===== config.mk =====
export PLATFORM = sky130hd
export DESIGN_NAME = qrs_queue
export DESIGN_NICKNAME = d
export VERILOG_FILES = /design/src/rtl/core/qrs_pkg.sv /design/src/rtl/core/qrs_queue.sv
export SDC_FILE = /design/constraint.sdc
export NUM_CORES = 1
export LEC_CHECK = 0
export BUFFER_PORTS_ARGS = -buffer_cell sky130_fd_sc_hd__buf_2
export CAP_MARGIN = 20
export CORE_ASPECT_RATIO = 0.75
export CORE_MARGIN = 2
export CORE_UTILIZATION = 55
export CTS_BUF_LIST = sky130_fd_sc_hd__clkbuf_16
export CTS_CLUSTER_SIZE = 28
export DETAILED_ROUTE_END_ITERATION = 6
export GPL_ROUTABILITY_DRIVEN = 0
export PLACE_DENSITY = 0.75
export SLEW_MARGIN = 25
export SYNTH_ARGS = -nofsm -noshare
export SYNTH_HDL_FRONTEND = slang
export SYNTH_SLANG_ARGS = --single-unit

===== constraint.sdc =====
create_clock -name clk -period 3.4 [get_ports clk]
set_clock_uncertainty 0.2 [all_clocks]
set_input_delay 0.51 -clock clk [delete_from_list [all_inputs] [get_ports clk]]
set_output_delay 0.51 -clock clk [all_outputs]
set_load 0.02 [all_outputs]

===== src/rtl/core/qrs_pkg.sv =====
// ----------------------------------------------------------------------------
// qrs_pkg
// Shared types and constants of the quadratic root solver.
// ----------------------------------------------------------------------------
package qrs_pkg;

	localparam int COEF_W      = 16;
	localparam int DMAG_W      = 33;
	localparam int ROOT_W      = 32;
	localparam int UN_W        = 33;
	localparam int VAL_W       = 32;
	localparam int SQRT_SCALE  = 15;
	localparam int DIV_N_W     = 66;
	localparam int QUEUE_DEPTH = 4;

	typedef logic [1:0] kind_t;

	localparam kind_t KIND_TWO_REAL = 2'd0;
	localparam kind_t KIND_DOUBLE   = 2'd1;
	localparam kind_t KIND_COMPLEX  = 2'd2;
	localparam kind_t KIND_DEGEN    = 2'd3;

	typedef struct packed {
		kind_t                     kind;
		logic [DMAG_W-1:0]         d_mag;
		logic signed [COEF_W-1:0]  a;
		logic signed [COEF_W-1:0]  b;
	} item_t;

endpackage


===== src/rtl/core/qrs_queue.sv =====
// ----------------------------------------------------------------------------
// qrs_queue
// Short FIFO between the classifying front and the solving back.
// ----------------------------------------------------------------------------
module qrs_queue
	import qrs_pkg::*;
(
	input  logic  clk,
	input  logic  arst_n,
	input  logic  push,
	input  item_t item_i,
	output logic  full,
	input  logic  pop,
	output logic  empty,
	output item_t item_o
);

	localparam int PTR_W = $clog2(QUEUE_DEPTH);

	item_t              mem_q [QUEUE_DEPTH];
	logic [PTR_W-1:0]   wr_q;
	logic [PTR_W-1:0]   rd_q;
	logic [PTR_W:0]     cnt_q;

	assign full   = cnt_q == (PTR_W+1)'(QUEUE_DEPTH);
	assign empty  = cnt_q == '0;
	assign item_o = mem_q[rd_q];

	always_ff @(posedge clk or negedge arst_n) begin
		if (!arst_n) begin
			wr_q  <= '0;
			rd_q  <= '0;
			cnt_q <= '0;
		end else begin
			if (push) begin
				wr_q <= wr_q + 1'b1;
			end
			if (pop) begin
				rd_q <= rd_q + 1'b1;
			end
			cnt_q <= cnt_q + (PTR_W+1)'(push) - (PTR_W+1)'(pop);
		end
	end

	always_ff @(posedge clk) begin
		if (push) begin
			mem_q[wr_q] <= item_i;
		end
	end

endmodule


# Yosys cells after proc, flatten, opt, wreduce, memory -nomap -nowiden
# Memory sizes are Yosys's and may differ from the RTL's.
# Cells that the tools add are included.
[word_totals]
reg_bits = 7
ramBits = 268
in_bits = 71
output_inout_bits = 69
word_cells = 12
n_memories = 1
[classes]
add_sub_neg = 4
n_eq_ne = 1
mux = 2
reduce_logical = 1
[mem_list]
columns = ["name", "depth", "width", "read_ports", "rd_clocked_by_memory_dff", "write_ports", "line", "rtl"]
rows = [
  ["mem_q", 4, 67, 1, 0, 1, "qrs_queue.sv:20", "item_t mem_q [QUEUE_DEPTH];"],
]
[ops]
columns = ["op", "count"]
rows = [
  ["adder 2 x 1 -> 2 bit, second input constant", 2],
  ["adder 3 x 1 -> 3 bit", 1],
  ["equality test 3 bit, second input constant", 1],
  ["logical NOT 3 bit", 1],
  ["subtractor 3 x 1 -> 3 bit", 1],
  ["2-to-1 mux 1 bit", 2],
]

# Logic depth before layout (Yosys ltp)
[depth]
depth_word = 2
depth_mapped = 6
ltp_nobuf = 6

# Worst setup path before layout
# OpenSTA, ideal clock, no wires.
[synth_path]
path_type = "register to register"
start = "reg wr_q[0]"
end = "mem mem_q[0][0] in the netlist's numbering, enable pin"
setup_ps = 432
t_arrival_ps = 2193
required_time_ps = 2768
path_slack_ps = 575
stages_incl_launch_ff = 4
n_path_buf = 0
synth_period_minus_slack_ps = 2825
cell_sequence = "dfrtp_1 inv_1 ha_1 and2_1"
[synth_lines]
columns = ["element", "line", "rtl"]
rows = [
  ["start, declared", "qrs_queue.sv:21", "logic [PTR_W-1:0] wr_q;"],
  ["start signal, assigned", "qrs_queue.sv:36", "wr_q <= wr_q + 1'b1;"],
  ["end, declared", "qrs_queue.sv:20", ""],
]
# No word-level cell before the write port.

==> run metrics <==
met2 WL=8720 um; cell taking the most area after synthesis=edfxtp_1; final slew viol count=0; I/O pin total=140; Post-synth top cells=edfxtp_1 (268), mux4_2 (67), dfrtp_1 (7); std cell rows=42; initial antenna violation count=0; multi-input logic area=1710 um^2; core region area=17800 um^2; metal3 WL=1470 um; Max clock buf depth=3; Main synth FF type=edfxtp_1; Min Clock Period, post-route=2820 ps; register area=8230 um^2; CTS sink count=275; post-route design area=12200 um^2; CP max FO=40; area share of the largest cell type after synthesis=80.0%; status=complete, no violations; period utilization=82.9%; Starting Density=56.7%; maximum capacitance violations=0; routed length on met1=7100 um; top-count cell post-synth=edfxtp_1; RSZ-0062 raised after global routing=no; Setup crit start kind=flop; setup violators final=0; Reg clk slew, reported paths=60 ps; Via density=5.45; f_max=355 MHz; gr ovfl total=0; fillers=1146; Root Buffer Master=clkbuf_16; Top Metal Used=met4; pin count of the biggest net entering global routing=53; Worst VDD drop=0.626 mV; vias=4531; number of flops mapped to enable cells by yosys=268; Pwr Total=10.7 mW; hold slack final=14.9 ps; post-CTS sizing=0; CTS tree=done; setup TNS=0 ps; #FFs+latches synth=275; Post-Route WL=17500 um; die height=121 um; Mean Syn Cell Area=26.1 um^2; first-pass GRT wire length=27300 um; Routed Antenna Nets=0; initial DRC count=262; worst skew pair latency=510 ps; placed inst area=11100 um^2; Seq/Total Area, Yosys=81.7%; antenna cells=0; Fin. Hold Viols=0; Post-synth ARST share=2.55%; fraction of layout instances using a drive strength above 1=43.6%; Buffers on Ports=139; Setup WS pre-CTS=1090 ps; Setup crit end kind=output pin; Num CTS Buffers=26; Critical Path AT=2110 ps; number of H-tree levels=1; die width=160 um; Leak Pwr=4.23 nW; vias in the first global route=4883; Ys Warns=0; DP Wirelength=10300 um; fin nets=649; kind of critical path=flop to output pin; Netlist cell types=18; Worst Tran Pin Value=700 ps; Post-Synthesis Cells=385; post-synthesis cell area=10100 um^2; DR pass1 iterations=5; CP required=2690 ps; min-delay worst type=input port to flop; Slew HR=53.3%; DRC=0; GRT Overall Usage=18.7%; wire per inst=21.1 um; Final Non-Filler Cells=831; worst setup margin=581 ps; post-layout util=68.6%; Placed Cells=757; syn_nets=463; pwr dens=876 nW/um^2; die area=19400 um^2; P&R area growth vs syn=21.0%; Synth area leaders=edfxtp_1 (80%), mux4_2 (15%), dfrtp_1 (1.7%)
==> logic make-up after synthesis <==
kind of cell             Yosys count  synth area share (%)
adder cells (fa/ha/maj)            7                 0.945
AND/OR/NAND/NOR                    8                 0.435
buffers and inverters             22                  1.44
multiplexers                      67                  15.0
flip-flops                       275                  81.7
AO/OA/AOI/OAI                      1                0.0497
XOR/XNOR                           5                 0.435
==> worst max-delay path: stages, from the launching register on <==
cell and delay (ps):
dfrtp_4 700, buf_12 310, mux4_2 370, buf_2 180
==> final timing paths <==
kind	depth (start not counted)	end	slack, ps	from
max in group asynchronous	2	rd_q[0]$_DFFE_PN0P_	2670	arst_n
hold reg to reg	1	wr_q[0]$_DFFE_PN0P_	350	wr_q[0]$_DFFE_PN0P_
setup reg to reg	4	mem_q[1][39]$_DFFE_PP_	1330	wr_q[1]$_DFFE_PN0P_
hold / removal	1	mem_q[2][60]$_DFFE_PP_	10	item_i[60]
setup / recovery	3	item_o[31]	580	rd_q[1]$_DFFE_PN0P_
min in group asynchronous	2	rd_q[1]$_DFFE_PN0P_	160	arst_n
==> area by class of cell <==
cell class | count | share of cell area (%)
clock buffers | 27 | 5.55
clock inverters | 19 | 1.01
inverters | 6 | 0.185
multi-input cells | 88 | 14.0
flip-flops and latches | 275 | 67.6
well taps | 242 | 2.49
repair buffers | 174 | 9.17
==> cell usage in the layout, fill, tap and decap left out, drive strengths merged <==
master and instances:
and3 1, o21ai 1, fa 1, dlygate4sd3 28, nor3 1, xor2 3, buf 146, bufinv 1
clkinv 13, nand2 2, clkinvlp 2, edfxtp 268, and2 4, xnor2 2, mux4 67, clkbuf 27
inv 9, dfrtp 7, ha 6
==> report_power, final <==
part	internal (mW)	switching [mW]	leakage, nW
Combinational	1.41	1.92	1.28
Sequential	4.44	0.230	2.54
Clock	1.51	1.14	0.399
==> state kept, by name, summed over array words and instances (netlist names) <==
signal / count
cnt_q: 3
wr_q: 2
rd_q: 2
mem_q: 268
==> per-layer routing <==
metal,global-route usage (%),vias up
met5,0,-
met4,4.05,0
met3,5.60,24
met2,31.4,169
met1,24.8,2325
li1,-,2013
==> what timing repair did <==
item                                    CTS  global route
endpoints found under the hold margin    95            20
endpoints found under the setup margin    0             0
setup buffers                             0             0
hold buffers                             23             5
(Power assumes the default switching activity.)
