[config.mk]
export PLATFORM = sky130hd
export DESIGN_NAME = qrs_front_flat
export DESIGN_NICKNAME = d
export VERILOG_FILES = /design/src/rtl/core/qrs_pkg.sv /design/src/rtl/core/qrs_if.sv /design/src/rtl/core/qrs_front.sv /design/src/flat_wrapper.sv
export SDC_FILE = /design/constraint.sdc
export NUM_CORES = 2
export LEC_CHECK = 0
export BUFFER_PORTS_ARGS = -buffer_cell sky130_fd_sc_hd__buf_2
export CORE_ASPECT_RATIO = 1.1
export CORE_MARGIN = 4
export CORE_UTILIZATION = 60
export DETAILED_ROUTE_END_ITERATION = 16
export PLACE_DENSITY_LB_ADDON = 0.08
export SLEW_MARGIN = 20
export SYNTH_ARGS = -nofsm -noshare
export SYNTH_HDL_FRONTEND = slang
export SYNTH_SLANG_ARGS = --single-unit
[constraint.sdc]
create_clock -name clk -period 5.8 [get_ports clk]
set_input_delay 1.16 -clock clk [delete_from_list [all_inputs] [get_ports clk]]
set_output_delay 1.16 -clock clk [all_outputs]
set_load 0.005 [all_outputs]
[src/rtl/core/qrs_pkg.sv]
// ----------------------------------------------------------------------------
// qrs_pkg
// Shared types and constants of the quadratic root solver.
// ----------------------------------------------------------------------------
package qrs_pkg;

	localparam int COEF_W      = 16;
	localparam int DMAG_W      = 33;
	localparam int ROOT_W      = 32;
	localparam int UN_W        = 33;
	localparam int VAL_W       = 32;
	localparam int SQRT_SCALE  = 15;
	localparam int DIV_N_W     = 66;
	localparam int QUEUE_DEPTH = 4;

	typedef logic [1:0] kind_t;

	localparam kind_t KIND_TWO_REAL = 2'd0;
	localparam kind_t KIND_DOUBLE   = 2'd1;
	localparam kind_t KIND_COMPLEX  = 2'd2;
	localparam kind_t KIND_DEGEN    = 2'd3;

	typedef struct packed {
		kind_t                     kind;
		logic [DMAG_W-1:0]         d_mag;
		logic signed [COEF_W-1:0]  a;
		logic signed [COEF_W-1:0]  b;
	} item_t;

endpackage

[src/rtl/core/qrs_if.sv]
// ----------------------------------------------------------------------------
// qrs_coef_if / qrs_root_if
// Valid/ready channels for coefficient requests and root results.
// ----------------------------------------------------------------------------
interface qrs_coef_if;
	logic               valid;
	logic               ready;
	logic signed [15:0] coef_a;
	logic signed [15:0] coef_b;
	logic signed [15:0] coef_c;

	modport source (output valid, coef_a, coef_b, coef_c, input ready);
	modport sink (input valid, coef_a, coef_b, coef_c, output ready);
endinterface


[src/rtl/core/qrs_front.sv]
// ----------------------------------------------------------------------------
// qrs_front
// Accepts coefficient requests, forms the discriminant and classifies them.
// ----------------------------------------------------------------------------
module qrs_front
	import qrs_pkg::*;
(
	input  logic    clk,
	input  logic    arst_n,
	qrs_coef_if.sink coef_in,
	input  logic    full,
	output logic    push,
	output item_t   item
);

	logic                    v_q;
	logic signed [15:0]      a_q;
	logic signed [15:0]      b_q;
	logic signed [31:0]      bb_q;
	logic signed [31:0]      ac_q;
	logic signed [33:0]      d;
	logic                    take;

	assign take          = !v_q || !full;
	assign coef_in.ready = take;
	assign push          = v_q && !full;

	always_ff @(posedge clk or negedge arst_n) begin
		if (!arst_n) begin
			v_q <= 1'b0;
		end else if (take) begin
			v_q <= coef_in.valid;
		end
	end

	always_ff @(posedge clk) begin
		if (take && coef_in.valid) begin
			a_q  <= coef_in.coef_a;
			b_q  <= coef_in.coef_b;
			bb_q <= coef_in.coef_b * coef_in.coef_b;
			ac_q <= coef_in.coef_a * coef_in.coef_c;
		end
	end

	always_comb begin
		d = 34'(bb_q) - (34'(ac_q) <<< 2);
		item.a = a_q;
		item.b = b_q;
		item.d_mag = d[33] ? 33'(-d) : d[32:0];
		if (a_q == '0) begin
			item.kind = KIND_DEGEN;
		end else if (d == '0) begin
			item.kind = KIND_DOUBLE;
		end else if (d[33]) begin
			item.kind = KIND_COMPLEX;
		end else begin
			item.kind = KIND_TWO_REAL;
		end
	end

endmodule

[src/flat_wrapper.sv]
// flat-port wrapper written by rule: the top's interface ports become plain ports
module qrs_front_flat import qrs_pkg::*;
  (clk, arst_n, full, push, item, coef_in_valid, coef_in_coef_a, coef_in_coef_b, coef_in_coef_c, coef_in_ready);
  qrs_coef_if coef_in_i ();
  input  logic clk;
  input  logic arst_n;
  input  logic full;
  output logic push;
  output item_t item;
  input wire logic [$bits(coef_in_i.valid)-1:0] coef_in_valid;
  input wire logic [$bits(coef_in_i.coef_a)-1:0] coef_in_coef_a;
  input wire logic [$bits(coef_in_i.coef_b)-1:0] coef_in_coef_b;
  input wire logic [$bits(coef_in_i.coef_c)-1:0] coef_in_coef_c;
  output wire logic [$bits(coef_in_i.ready)-1:0] coef_in_ready;
  assign coef_in_i.valid = coef_in_valid;
  assign coef_in_i.coef_a = coef_in_coef_a;
  assign coef_in_i.coef_b = coef_in_coef_b;
  assign coef_in_i.coef_c = coef_in_coef_c;
  assign coef_in_ready = coef_in_i.ready;
  qrs_front u_core (.clk(clk), .arst_n(arst_n), .coef_in(coef_in_i), .full(full), .push(push), .item(item));
endmodule
---- After elaboration in Yosys (flattened, before gate mapping) ----
Index checks and enable logic that the tools add are counted.
operators by class
  reductions and logical operators ........ 7
  add/subtract/negate cells ............... 2
  multiplexer cells ....................... 4
  $mul .................................... 2
operator list
  cell                 count
  $mul A16 B16 Y32     2
  $logic_not A34 Y1    1
  $sub A32 B34 Y34     1
  $mux W33             1
  $neg A33 Y33         1
  $logic_not A16 Y1    1
  $mux W2              3
  $logic_and A1 B1 Y1  2
  $logic_not A1 Y1     2
  $logic_or A1 B1 Y1   1
storage, ports and cells
  word-level logic and storage cells ...... 20
  output and inout bits ................... 69
  flip-flop bits (word level) ............. 97

---- Logic depth before layout (Yosys ltp) ----
  depth after elaboration ................. 4
  mapped depth ............................ 26
  gate-level depth less buffers ........... 25

---- Least setup slack after synthesis ----
No wires, ideal clock.
  path type ............................... in2reg
  from .................................... input coef_in_coef_b[15]
  to ...................................... register u_core.bb_q[31], data pin
  stages .................................. 21
  setup time .............................. 0.262 ns
  slack ................................... -1.476 ns
  data required time ...................... 5.538 ns
  arrival ................................. 7.015 ns
  path through ............................ inv_1 buf_1 nor2_1 fa_1 fa_1 inv_1 fa_1 fa_1 fa_1 fa_1 inv_1 ha_1 a21o_1 a21o_1 a21oi_1 o21ai_0 o21bai_1 a41o_1 a2111oi_0 nor3_1 xnor2_1
on the way
  cells in the longest elaborated chain, start to end .. 1
RTL lines
  element                 line                text
  start: declaration      flat_wrapper.sv:12  input wire logic [$bits(coef_in_i.coef_b)-1:0] coef_in_coef_b;
  $mul A16 B16 Y32        qrs_front.sv:40     bb_q <= coef_in.coef_b * coef_in.coef_b;
  end signal: assignment  qrs_front.sv:40
  end: declaration        qrs_front.sv:19     logic signed [31:0] bb_q;
No other way between the ends.
A chain may end at the register's enable or synchronous reset.

---- Worst setup path in the final report ----
  from .................................... input coef_in_coef_c[1]
  to ...................................... register u_core.ac_q[31], data pin
on the way
  cells in the longest elaborated chain, start to end .. 1
RTL lines
  element                 line                text
  start: declaration      flat_wrapper.sv:13  input wire logic [$bits(coef_in_i.coef_c)-1:0] coef_in_coef_c;
  $mul A16 B16 Y32        qrs_front.sv:41     ac_q <= coef_in.coef_a * coef_in.coef_c;
  end signal: assignment  qrs_front.sv:41
  end: declaration        qrs_front.sv:20     logic signed [31:0] ac_q;
No other way between the ends.

==> impl_results.md <==
* Critical path buffers and inverters at 4
* Clk slew on worst S/H paths at 0.08 ns
* Final WS setup at -0.7000 ns
* TritonCTS clock tree: yes
* Global Route Usage Sum at 0.2880
* Number of fill cells at roughly 2.9k
* Skew final at just over 0.01 ns
* Port bufs at 120
* Crit path launch type: primary input
* Crit-path leading delay family: adder cells
* Root Buffer: clkbuf_16
* Cell type with the largest total area after synthesis: fa_1
* Worst reg-to-reg setup slack at approximately 3.5 ns
* Worst-path maximum fanout at 7
* First-pass GRT wire length at 102.4 mm
* Final core area utilization at 0.7600
* DRC violation count after routing at 0
* Final Hold Vio Count at 0
* Failing checks: negative setup slack
* Max Buffers Root-to-Sink at 2
* Outcome: finished with violations
* Endpoints failing setup at 33
* # H-tree levels at 3
* Antenna cells at 0
* Slew HR at 0.3296
* Initial antenna violation count at 0
* Area post-placement at 28670 um^2
* Die area at about 44000 um^2
* Crit path DAT at between 6 and 7 ns
* Ports at about 120
* Fin crit share at 1.121
* Largest net degree at the start of global routing at 60
* Synthesized cell area at roughly 25000 um^2
* Vias per Instance at approximately 5.4
* Initial DRC count at roughly 1.1k
* Worst Path Class, Setup: in2reg
* Worst Tran Pin Value at ~0.99 ns
* Most used cell, CP: fa_1
* Cells after synthesis at between 2k and 3k
* Cell count along the critical path at 20
* Layout cells sized above 1 at 0.2632
* Synthesized area per cell at 9.391 um^2
* # hold bufs at CTS at 0
* #FFs+latches synth at 95
* Nets at roughly 3.8k
* Clk sinks at 95
* Hold WS at approximately 0.52 ns
* Fraction of registers with async set/reset at 0.01053
* Crit path largest cell delay at 0.66 ns
* Critical Path RT at around 5.9 ns
* Gr ovfl total at 0
* Final HPWL DP at ~51 mm
* Syn nets at 3367
* Max-cap violations at 0
* Routability congestion estimate at 0.8989
* Area of the multi-input gates at roughly 20000 um^2
* Post-layout instance area at just over 30000 um^2
* Die width at between 200 and 250 um
* Area Growth Syn to Fin at 24.93%
* Rows at 77
* Starting Density at 0.6083
* Post-synth EDFFs at 94
* Cells along the critical path: buf_12, buf_6, nand2_4, inv_4, fa_2, buf_6, fa_2, fa_1, fa_1, fa_1, fa_1, ha_4, a21oi_2, o211ai_1, nor3_2, a211oi_4, o21a_1, o21a_1, o41a_1, xnor2_1
* Vias in the first global route at approximately 21k
* Commonest cells post-synth: inv_1 (667), fa_1 (499), nand2_1 (231)
* Fmax at 153.8 MHz
* Synth top area cells: fa_1 (41%), edfxtp_1 (11%), ha_1 (10%)
* HP Class: in2async
* Core ar. at 40370 um^2
* Inserted Clock Buffers at 9
* ANT nets after route at 0
* RSZ-0062 raised after global routing: true
* CP max-delay cell: fa_2
* Die height at approximately 220 um
* Clk Latency, worst-skew pair at between 0.3 and 0.4 ns
* Post-Route WL at 61.66 mm
* Count of cell types in the netlist at 80
* Routed len/inst at roughly 17 um
* CP endpoint kind: register
* Total number of vias at 19.52k
* FF/Latch Area at approximately 2800 um^2
* Post-synthesis sequential area ratio at 0.1160
* Max Slew Vio Count at 0
* Synth warnings at 0
* Top-count cell post-synth: inv_1
* Post-synth top area share at 0.4068
* Primary FF master, synth: edfxtp_1
* Router iterations before antenna repair at 5
* Final min period at 6.500 ns
* Worst R2R Path Depth at 3
## cells in the final DEF (no fill, tap or decap), types with 22 or more instances in the layout
master / Yosys / routed
inv_1: 667 / 631
fa_1: 499 / 472
buf_4: 3 / 364
nand2_1: 231 / 212
ha_1: 201 / 171
and2_1: 177 / 145
nor2_1: 117 / 100
edfxtp_1: 94 / 94
xnor2_1: 89 / 84
buf_2: 3 / 83
buf_6: 0 / 61
a21oi_1: 85 / 54
a21o_1: 40 / 40
xor2_1: 35 / 34
inv_2: 0 / 32
and2_4: 0 / 32
fa_2: 0 / 27
a21oi_2: 0 / 26
ha_4: 0 / 26
nor3_1: 29 / 23
nand3_1: 31 / 22
## worst register-to-register path: cells and delay by family (launching register included)
family,cells,cell delay [ns]
simple gates,2,0.88
buf+inv,1,0.64
flops,1,0.38
## worst paths after layout
path | from | endpoint
worst max-delay path | coef_in_coef_c[1] | u_core.ac_q[31]
worst min-delay path | arst_n | u_core.v_q
worst max register to register | u_core.v_q | u_core.ac_q[23]
worst min register to register | u_core.v_q | u_core.v_q
max in group asynchronous | arst_n | u_core.v_q
min in group clk | u_core.v_q | u_core.v_q
## state kept, by name, summed over array words and instances, names as in the netlist
name,count
u_core.bb_q,31
u_core.v_q,1
u_core.a_q,16
u_core.ac_q,32
u_core.b_q,15
## metal layers
metal,global-route usage,vias up,wire [um]
li1,-,8955,-
met1,0.3766,9919,24960
met2,0.5058,510,31720
met3,0.03664,133,3148
met4,0.09477,0,1828
met5,0,-,0
## cell type report
| cell class | instances | area share |
|---|---|---|
| multi-input combinational | 1781 | 0.6555 |
| timing repair buffer | 529 | 0.1379 |
| sequential | 95 | 0.09282 |
| inverter | 668 | 0.08226 |
| tap | 513 | 0.02092 |
| clock buffer | 9 | 0.007341 |
| clock inverter | 7 | 0.003263 |
## through the flow
stage | TNS (ns) | worst slack (ns) | instances
CTS | -10.02 | -0.7232 | 3577
finish | -12.25 | -0.7000 | 3602
floorplan | -11.16 | -0.8380 | 2615
detailed placement | -32.72 | -1.342 | 3526
global route | -18.90 | -0.9460 | 3602
global placement | -29.58 | -1.189 | 3526
## cells by family after synthesis
kind of cell | count (synthesis) | synth area share
muxes | 4 | 0.001630
buffers and inverters | 739 | 0.1136
and+or+nand+nor | 674 | 0.1359
AOI/OAI and AO/OA | 278 | 0.07882
DFF | 95 | 0.1160
xor gates and xnor gates | 125 | 0.04489
adders and majority gates | 700 | 0.5092
## timing repair
| action | CTS | global route |
|---|---|---|
| pin swaps | 110 | 97 |
| gates cloned | 0 | 2 |
| buffers inserted | 47 | 34 |
| endpoints found under the setup margin | 35 | 67 |
| resized for setup | 203 | 118 |
Power is left out: the tool's default activity adds up to more than one toggle a clock period on the data nets, which glitch-free logic cannot reach.
